<file path="config.mk">
export PLATFORM = sky130hd
export DESIGN_NAME = key_debounce_autorepeat
export DESIGN_NICKNAME = d
export VERILOG_FILES = /design/src/kbd_pkg.sv /design/src/key_debounce_autorepeat.sv
export SDC_FILE = /design/constraint.sdc
export NUM_CORES = 1
export LEC_CHECK = 0
export ABC_AREA = 1
export BUFFER_PORTS_ARGS = -buffer_cell sky130_fd_sc_hd__buf_2
export CAP_MARGIN = 20
export CORE_MARGIN = 1
export CORE_UTILIZATION = 50
export DETAILED_ROUTE_END_ITERATION = 8
export GPL_TIMING_DRIVEN = 0
export HOLD_SLACK_MARGIN = 0.1
export PLACE_DENSITY = 0.76
export SLEW_MARGIN = 30
export SYNTH_ARGS = -nofsm -noshare
export SYNTH_HDL_FRONTEND = slang
export SYNTH_SLANG_ARGS = --single-unit
</file>
<file path="constraint.sdc">
create_clock -name clk_i -period 4.2 [get_ports clk_i]
set_input_delay 0.63 -clock clk_i [delete_from_list [all_inputs] [get_ports clk_i]]
set_output_delay 0.63 -clock clk_i [all_outputs]
set_load 0.02 [all_outputs]
</file>
<file path="src/kbd_pkg.sv">
// Package with shared types, codes and constants for the key debouncer.
package kbd_pkg;

  // Field and bus widths.
  localparam int unsigned KEYS_W      = 3;
  localparam int unsigned TICK_W      = 8;
  localparam int unsigned CODE_W      = 3;
  localparam int unsigned COUNT_W     = 16;
  localparam int unsigned IN_TDATA_W  = 16;
  localparam int unsigned IN_TUSER_W  = 1;
  localparam int unsigned OUT_TDATA_W = 8;
  localparam int unsigned CFG_ADDR_W  = 2;
  localparam int unsigned CFG_DATA_W  = 16;

  // Configuration register indexes.
  localparam logic [CFG_ADDR_W-1:0] REG_DEBOUNCE_TICKS  = 2'd0;
  localparam logic [CFG_ADDR_W-1:0] REG_REPEAT_DELAY    = 2'd1;
  localparam logic [CFG_ADDR_W-1:0] REG_REPEAT_INTERVAL = 2'd2;

  // Configuration reset values.
  localparam logic [TICK_W-1:0]  DEBOUNCE_TICKS_RST  = 8'd20;
  localparam logic [COUNT_W-1:0] REPEAT_DELAY_RST    = 16'd600;
  localparam logic [COUNT_W-1:0] REPEAT_INTERVAL_RST = 16'd100;

  // Opcodes carried in tuser.
  localparam logic OP_SCAN = 1'b0;
  localparam logic OP_READ = 1'b1;

  // Key codes.
  localparam logic [CODE_W-1:0] CODE_NONE     = 3'd0;
  localparam logic [CODE_W-1:0] CODE_KEY1     = 3'd1;
  localparam logic [CODE_W-1:0] CODE_KEY2     = 3'd2;
  localparam logic [CODE_W-1:0] CODE_KEY3     = 3'd3;
  localparam logic [CODE_W-1:0] CODE_FAST_INC = 3'd4;
  localparam logic [CODE_W-1:0] CODE_FAST_DEC = 3'd5;

  // Scan state machine.
  typedef enum logic [1:0] {
    MODE_IDLE = 2'd0,
    MODE_WAIT = 2'd1,
    MODE_HELD = 2'd2
  } mode_e;

endpackage

</file>
<file path="src/key_debounce_autorepeat.sv">
// Three-key debouncer with auto-repeat and a two-entry result buffer.
// A scan transfer updates the state at its accept edge; a read transfer's key code is
// registered into the output register, or into the skid register while the output stalls.
// Throughput: one transfer per cycle, limited only by the two-entry output buffer
// (output register plus skid register) filling while the master side stalls.
// Reset: asynchronous, active low; registers other than the code registers return to their defaults, no pending code.
module key_debounce_autorepeat (
  input  logic                             clk_i,
  input  logic                             rst_ni,
  // Slave side.
  input  logic                             s_axis_tvalid_i,
  output logic                             s_axis_tready_o,
  // tdata, low bit up: key_bits[2:0], tick_count[10:3], zero fill[15:11].
  input  logic [kbd_pkg::IN_TDATA_W-1:0]   s_axis_tdata_i,
  // tuser, low bit up: opcode[0].
  input  logic [kbd_pkg::IN_TUSER_W-1:0]   s_axis_tuser_i,
  // Master side.
  output logic                             m_axis_tvalid_o,
  input  logic                             m_axis_tready_i,
  // tdata, low bit up: key_code[2:0], zero fill[7:3].
  output logic [kbd_pkg::OUT_TDATA_W-1:0]  m_axis_tdata_o,
  // Configuration write port.
  input  logic                             cfg_we_i,
  input  logic [kbd_pkg::CFG_ADDR_W-1:0]   cfg_addr_i,
  input  logic [kbd_pkg::CFG_DATA_W-1:0]   cfg_wdata_i
);
  import kbd_pkg::*;

  // Configuration registers.
  logic [TICK_W-1:0]  debounce_q;
  logic [COUNT_W-1:0] delay_q;
  logic [COUNT_W-1:0] interval_q;

  // Scan state.
  mode_e              mode_q, mode_d;
  logic [KEYS_W-1:0]  captured_q, captured_d;
  logic [TICK_W-1:0]  stamp_q, stamp_d;
  logic [CODE_W-1:0]  pending_q, pending_d;
  logic [CODE_W-1:0]  held_q, held_d;
  logic [COUNT_W-1:0] repeat_q, repeat_d;

  // Output buffer.
  logic              out_valid_q, out_valid_d;
  logic [CODE_W-1:0] out_code_q, out_code_d;
  logic              skid_valid_q, skid_valid_d;
  logic [CODE_W-1:0] skid_code_q, skid_code_d;

  // Transfer decode.
  logic               s_xfer, m_xfer, push;
  logic               is_read;
  logic [KEYS_W-1:0]  keys;
  logic [TICK_W-1:0]  now;
  logic [TICK_W-1:0]  diff;
  logic               span_ok;
  logic [CODE_W-1:0]  press_code;
  logic [COUNT_W-1:0] repeat_dec;

  assign s_axis_tready_o = ~skid_valid_q;
  assign s_xfer          = s_axis_tvalid_i & s_axis_tready_o;
  assign m_xfer          = out_valid_q & m_axis_tready_i;
  assign is_read         = (s_axis_tuser_i[0] == OP_READ);
  assign push            = s_xfer & is_read;
  assign keys            = s_axis_tdata_i[KEYS_W-1:0];
  assign now             = s_axis_tdata_i[KEYS_W+TICK_W-1:KEYS_W];
  assign diff            = now - stamp_q;
  assign span_ok         = (diff >= debounce_q);
  assign repeat_dec      = (repeat_q != '0) ? repeat_q - COUNT_W'(1) : '0;

  // Press priority: key 3 over key 2 over key 1.
  always_comb begin
    press_code = CODE_NONE;
    if (captured_q[0]) press_code = CODE_KEY1;
    if (captured_q[1]) press_code = CODE_KEY2;
    if (captured_q[2]) press_code = CODE_KEY3;
  end

  // Configuration writes; an out-of-range index is ignored.
  always_ff @(posedge clk_i or negedge rst_ni) begin
    if (!rst_ni) begin
      debounce_q <= DEBOUNCE_TICKS_RST;
      delay_q    <= REPEAT_DELAY_RST;
      interval_q <= REPEAT_INTERVAL_RST;
    end else if (cfg_we_i) begin
      unique case (cfg_addr_i)
        REG_DEBOUNCE_TICKS:  debounce_q <= cfg_wdata_i[TICK_W-1:0];
        REG_REPEAT_DELAY:    delay_q    <= cfg_wdata_i[COUNT_W-1:0];
        REG_REPEAT_INTERVAL: interval_q <= cfg_wdata_i[COUNT_W-1:0];
        default: ;
      endcase
    end
  end

  // Next state of the scan machine for the accepted transfer.
  always_comb begin
    mode_d     = mode_q;
    captured_d = captured_q;
    stamp_d    = stamp_q;
    pending_d  = pending_q;
    held_d     = held_q;
    repeat_d   = repeat_q;
    if (s_xfer) begin
      if (is_read) begin
        pending_d = CODE_NONE;
      end else begin
        unique case (mode_q)
          MODE_WAIT: begin
            if (captured_q != keys) begin
              mode_d = MODE_IDLE;
            end else if (span_ok) begin
              pending_d = press_code;
              held_d    = press_code;
              mode_d    = MODE_HELD;
              stamp_d   = now;
              repeat_d  = delay_q;
            end
          end
          MODE_HELD: begin
            if (keys != '0) begin
              stamp_d  = now;
              repeat_d = repeat_dec;
              // Counter ran out: post a repeat code unless key 1 is held.
              if (repeat_dec == '0 && held_q != CODE_KEY1) begin
                repeat_d  = interval_q;
                pending_d = (held_q == CODE_KEY2) ? CODE_FAST_INC : CODE_FAST_DEC;
              end
            end else if (span_ok) begin
              mode_d = MODE_IDLE;
            end
          end
          default: begin
            // Idle, and the unused encoding.
            mode_d = MODE_IDLE;
            if (keys != '0) begin
              captured_d = keys;
              mode_d     = MODE_WAIT;
              stamp_d    = now;
            end
          end
        endcase
      end
    end
  end

  always_ff @(posedge clk_i or negedge rst_ni) begin
    if (!rst_ni) begin
      mode_q     <= MODE_IDLE;
      captured_q <= '0;
      stamp_q    <= '0;
      pending_q  <= CODE_NONE;
      held_q     <= CODE_NONE;
      repeat_q   <= '0;
    end else begin
      mode_q     <= mode_d;
      captured_q <= captured_d;
      stamp_q    <= stamp_d;
      pending_q  <= pending_d;
      held_q     <= held_d;
      repeat_q   <= repeat_d;
    end
  end

  // Output register with a skid stage; the skid fills only while the output stalls.
  always_comb begin
    out_valid_d  = out_valid_q;
    out_code_d   = out_code_q;
    skid_valid_d = skid_valid_q;
    skid_code_d  = skid_code_q;
    if (!out_valid_q || m_xfer) begin
      if (skid_valid_q) begin
        out_valid_d  = 1'b1;
        out_code_d   = skid_code_q;
        skid_valid_d = 1'b0;
      end else begin
        out_valid_d = push;
        out_code_d  = pending_q;
      end
    end else if (push) begin
      skid_valid_d = 1'b1;
      skid_code_d  = pending_q;
    end
  end

  always_ff @(posedge clk_i or negedge rst_ni) begin
    if (!rst_ni) begin
      out_valid_q  <= 1'b0;
      skid_valid_q <= 1'b0;
    end else begin
      out_valid_q  <= out_valid_d;
      skid_valid_q <= skid_valid_d;
    end
  end

  always_ff @(posedge clk_i) begin
    out_code_q  <= out_code_d;
    skid_code_q <= skid_code_d;
  end

  assign m_axis_tvalid_o = out_valid_q;
  assign m_axis_tdata_o  = {{(OUT_TDATA_W-CODE_W){1'b0}}, out_code_q};

  // The skid stage never holds a code ahead of an empty output register.
  a_skid_behind_out: assert property (@(posedge clk_i) disable iff (!rst_ni)
    skid_valid_q |-> out_valid_q)
    else $error("skid holds a code while the output register is empty");

  // A read into an empty buffer shows the pending code on the next cycle.
  a_read_to_out: assert property (@(posedge clk_i) disable iff (!rst_ni)
    (push && !out_valid_q) |=> (out_valid_q && out_code_q == $past(pending_q)))
    else $error("read transfer did not reach the output register");

  // A read clears the pending code.
  a_read_clears: assert property (@(posedge clk_i) disable iff (!rst_ni)
    push |=> (pending_q == CODE_NONE))
    else $error("pending code not cleared by a read");

  // A latched key is always a real key code while held.
  a_held_valid: assert property (@(posedge clk_i) disable iff (!rst_ni)
    (mode_q == MODE_HELD) |-> (held_q == CODE_KEY1 || held_q == CODE_KEY2 ||
                               held_q == CODE_KEY3))
    else $error("held state without a latched key");

  // Key 1 never leaves a repeat code behind.
  a_no_repeat_key1: assert property (@(posedge clk_i) disable iff (!rst_ni)
    (s_xfer && !is_read && mode_q == MODE_HELD && held_q == CODE_KEY1)
      |=> (pending_q == $past(pending_q)))
    else $error("key 1 produced a repeat code");

endmodule

</file>
[Word level (Yosys, flattened, before mapping)]
Index checks and enable logic that the tools add are counted.
Storage, ports and cells
  register bits: 83
  bits of input ports: 40
  word-level logic and storage cells: 93
  output and inout port bits: 10
Operators by class
  magnitude comparators: 1
  $add $sub $neg: 2
  mux-type cells: 30
  bitwise logic cells: 8
  eq/ne operators: 17
  reductions and logical operators: 22
Operator list (count)
  $mux 16: 5
  $mux 8: 4
  $pmux 16 s2: 1
  $mux 3: 6
  $logic_not 16->1: 1
  $reduce_bool 16->1: 1
  $sub 16x1->16 const B: 1
  $ne 3x3->1 const B: 5
  $reduce_and 5->1: 3
  $mux 2: 6
  $reduce_and 6->1: 2
  $ne 2x2->1 const B: 5
  $ge 8x8->1: 1
  $reduce_and 2->1: 4
  $sub 8x8->8: 1
  $mux 1: 6
  $pmux 3 s2: 1
  $reduce_bool 2->1: 3
  $reduce_bool 3->1: 2
  $not 1->1: 5
  $eq 2x1->1 const B: 2
  $eq 2x2->1 const B: 2
  $pmux 2 s2: 1
  $reduce_and 4->1: 1
  other kinds (9): 11

[Depth between registers and ports, before layout]
  word-level depth: 8
  mapped depth: 21
  gate-level depth less buffers: 20

[Least setup slack after synthesis]
No wires, ideal clock.
  path kind: in2reg
  start: input port s_axis_tdata_i[5] (netlist bit)
  end: register stamp_q[0]
  stages: 15
  setup slack: 1.019 ns
  library setup time: 0.133 ns
  data arrival time: 3.048 ns
  path buffers: 1
  data required time: 4.067 ns
  cells stage by stage: ha_1 > a21oi_1 > nand2_1 > a21oi_1 > o21ai_0 > a21o_1 > a21oi_1 > xor2_1 > ha_1 > a21oi_1 > o21a_1 > nand4_1 > nand4_1 > clkbuf_1 > o21ai_0
Between the ends
  word-level cells in the longest chain between the ends: 4
Ends and longest elaborated chain
  from (decl): line key_debounce_autorepeat.sv:14  | input logic [kbd_pkg::IN_TDATA_W-1:0] s_axis_tdata_i,
  $sub 8x8->8: line key_debounce_autorepeat.sv:65  | assign diff = now - stamp_q;
  $ge 8x8->1: line key_debounce_autorepeat.sv:66  | assign span_ok = (diff >= debounce_q);
  $ne 2x2->1 (no source line)
  $reduce_and 5->1 (no source line)
  to (signal assigned): line key_debounce_autorepeat.sv:155  | stamp_q <= stamp_d;
  to (decl): line key_debounce_autorepeat.sv:37  | logic [TICK_W-1:0] stamp_q, stamp_d;
Every way passes these cells.
A chain may end at the register's enable or synchronous reset.

[Worst setup path in the final report]
  start: input port s_axis_tdata_i[5] (netlist bit)
  end: register repeat_q[14]
Between the ends
  word-level cells in the longest chain between the ends: 4
Ends and longest elaborated chain
  $sub 8x8->8: line key_debounce_autorepeat.sv:65
  $ge 8x8->1: line key_debounce_autorepeat.sv:66
  $ne 2x2->1 (no source line)
  $reduce_and 6->1 (no source line)
  to (signal assigned): line key_debounce_autorepeat.sv:158  | repeat_q <= repeat_d;
  to (decl): line key_debounce_autorepeat.sv:40  | logic [COUNT_W-1:0] repeat_q, repeat_d;
Every way passes these cells.

==> run summary <==
outcome = completed
Post-CTS Setup Bufs = 0
Hold Path Class = primary input to async pin
Resized cells post-CTS = 0
number of setup violations in the final report = 0
Distinct cells, synth = 37
post-DP HPWL = 7.70 mm
number of port buffers = 39
clock slew at reported path FFs = 100 ps
first-pass GRT wire length = 17.5 mm
clk buf depth = 2
number of H-tree levels = 3
Residual DRC = 0
max_cap viols = 0
RSZ-0062 raised after global routing = false
Cells after DPL = 809
CTS hold repair buffers = 0
detailed-route wire length per cell = 12.2 microns
WP data arrival = 3720 ps
register bit total from synthesis = 82
Slew @ Worst Pin = 554 ps
1st-iter DRT viols = 179
core area = 9240 sq um
min cycle time layout = 3430 ps
First-pass DRT Iterations = 5
Pint = 1.97 mW
CTS tree = built
post-route ant nets = 0
clock latency on the worst-skew pair = 370 ps
Crit Path Category = primary input to flop
fin nets = 750
Final Non-Filler Cells = 825
Net Switching = 1.50 mW
number of clock sinks = 82
Die Y = 99.8 microns
io pins = 50
Worst Path Max Fanout = 10
CTS buffer count = 9
fmax = 292 MHz
Rows = 35
Clock Power Share = 18.8%
Inserted Diodes = 0
share of cells above drive strength 1 = 14.7%
starting density of the core = 51.8%
Critical Path RT = 4500 ps
combinational fraction of design power = 46.8%
Via density = 4.90
area taken by flip-flops and latches = 2090 sq um
sequential cell area fraction in the yosys report = 43.8%
GPL Wtd Cong = 0.862
fillers = 870
area of the multi-input gates = 2260 sq um
Finished Cell Area = 5400 sq um
Worst Setup End Kind = flop
Slowest cell on crit path = clkbuf_1
switch share = 43.3%
Leak = 2.83 nW
max_slew headroom = 63.0%
Overflow after GRT = 0
Hold Vio Cnt, Final = 0
Cell Area, Synth = 4780 sq um
Fin Setup TNS = 0 ps
period utilization = 81.6%
via count = 4046
clk root buf = clkbuf_8
largest net degree at the start of global routing = 43
PwrDens = 642 nW/um^2
worst stage delay on the critical path = 410 ps
post-synthesis cell count = 636
Placed Area = 5180 sq um
Startpoint Class = primary input
Synth Warn # = 0
Flop pwr share = 34.4%
cells along the critical path = buf_2, ha_1, a21oi_1, nand2_1, a21oi_1, o21ai_0, a21o_1, a21oi_1, xor2_1, ha_1, nand2_1, nor2_1, nand2_1, nand4_1, nand3_1, nor2_1, clkbuf_1, nand3_1, o21ai_1
GRT Total Usage = 22.1%
die width = 99.8 microns
Final Max Tran Viols = 0
worst clock skew = 13.4 ps
full die area = 9960 sq um
final WL = 10.1 mm
cell family with most CP delay = simple AND/OR/NAND/NOR gates
area growth from synthesis to layout = 13.0%
Worst VDD drop = 355 uV
vias in the first global route = 3947
worst path bufs/invs = 2
syn_area_per_cell = 7.52 sq um
initial antenna violation count = 0
[power groups by stage]
stage | Sequential (mW) | Clock, mW | Combinational [mW]
after detailed placement | 1.21 | 0 | 1.61
final | 1.19 | 0.652 | 1.62
after global placement | 1.20 | 0 | 1.56
after floorplan | 1.18 | 0 | 1.28
after CTS | 1.19 | 0.661 | 1.62
after global routing | 1.22 | 0.695 | 1.88
[layer usage]
metal	up-vias	track usage [%]	share of wire [%]
met3	8	4.53	4.0
met1	1840	29.6	48
li1	2118	-	-
met4	0	6.67	1.0
met5	-	0	0
met2	80	36.4	47
[state kept, by name, summed over array words and instances, names as in the netlist, 2 cells and up]
name / flops
held_q: 2
repeat_q: 16
mode_q: 2
stamp_q: 8
debounce_q: 8
delay_q: 16
interval_q: 16
out_code_q: 3
pending_q: 3
skid_code_q: 3
captured_q: 3
[synth_stat cells (all sizes together)]
library cell	n	area [sq um]
a21o	1	7.51
a21oi	22	110
buf	12	85.1
clkbuf	12	45.0
clkinv	1	3.75
conb	1	3.75
dfrtp	67	1680
dfstp	9	236
edfxtp	6	180
fa	1	20.0
ha	18	225
inv	83	312
mux2	2	22.5
nand2	203	774
nand3	46	243
nand4	13	81.3
nor2	52	228
nor3	4	20.0
o2111ai	1	8.76
o21a	1	7.51
o21ai	57	289
o21bai	7	67.6
o311ai	1	8.76
o31ai	1	7.51
or2	5	31.3
xnor2	6	52.6
xor2	4	35.0
[worst register-to-register path, stage by stage (launching register included)]
cell,delay (ps)
dfrtp_1,360
inv_1,70
ha_1,270
a21oi_1,140
nand2_1,90
a21oi_1,130
o21ai_0,130
a21o_1,190
a21oi_1,140
xor2_1,90
ha_1,300
nand2_1,70
nor2_1,180
nand2_1,100
nand4_1,140
nand3_1,90
nor2_1,180
clkbuf_1,410
nand3_1,180
o21ai_1,110
[per-stage QoR]
stage | power [mW] | hold WS, ps | setup slack, ps | utilization (%)
global route | 3.79 | 280 | 420 | 58.5
finish | 3.47 | 237 | 771 | 58.5
floorplan | 2.45 | 334 | 1020 | -
global placement | 2.76 | 460 | 454 | 55.8
CTS | 3.48 | 262 | 773 | 58.5
detailed placement | 2.81 | 469 | 388 | 56.0
[layout by cell type, fill, tap and decap left out, types with 9 or more instances in the layout]
master / count
clkbuf_1: 12
nor2_1: 43
dfrtp_1: 67
nand2_1: 200
inv_1: 83
nand3_1: 45
clkbuf_8: 9
ha_1: 18
dfstp_2: 9
o21ai_0: 49
a21oi_1: 22
nand4_1: 13
buf_2: 43
[cell families after synthesis]
family / count (synthesis) / share of synthesized area (%)
buffers and inverters: 108 / 9.31
flip-flops: 82 / 43.8
AND/OR/NAND/NOR: 323 / 28.8
adder cells (fa/ha/maj): 19 / 5.13
AO/OA/AOI/OAI: 91 / 10.6
other: 1 / 0.0784
XOR/XNOR: 10 / 1.83
multiplexers: 2 / 0.471
[area by class of cell]
cell class	instances	share of cell area, %
Timing Repair Buffer	40	4.03
Clock buffer	9	2.29
Buffer	24	2.41
Inverter	84	5.84
Clock inverter	7	1.88
Sequential cell	82	38.8
Multi-Input combinational cell	450	41.8
Tap cell	129	2.99
[worst paths after layout]
path	end	slack (ps)	start	depth (start not counted)
setup / recovery	repeat_q[14]$_DFFE_PN0P_	770	s_axis_tdata_i[5]	19
hold / removal	m_axis_tvalid_o$_DFFE_PN0N_	240	rst_ni	1
setup reg to reg	repeat_q[14]$_DFFE_PN0P_	790	stamp_q[2]$_DFFE_PN0P_	19
hold reg to reg	skid_code_q[0]$_DFFE_PP_	490	pending_q[0]$_DFFE_PN0P_	0
max in group asynchronous	interval_q[6]$_DFFE_PN1P_	3300	rst_ni	2
min in group clk_i	skid_code_q[0]$_DFFE_PP_	490	pending_q[0]$_DFFE_PN0P_	0
Note: power is estimated with default switching activity, not from simulation.
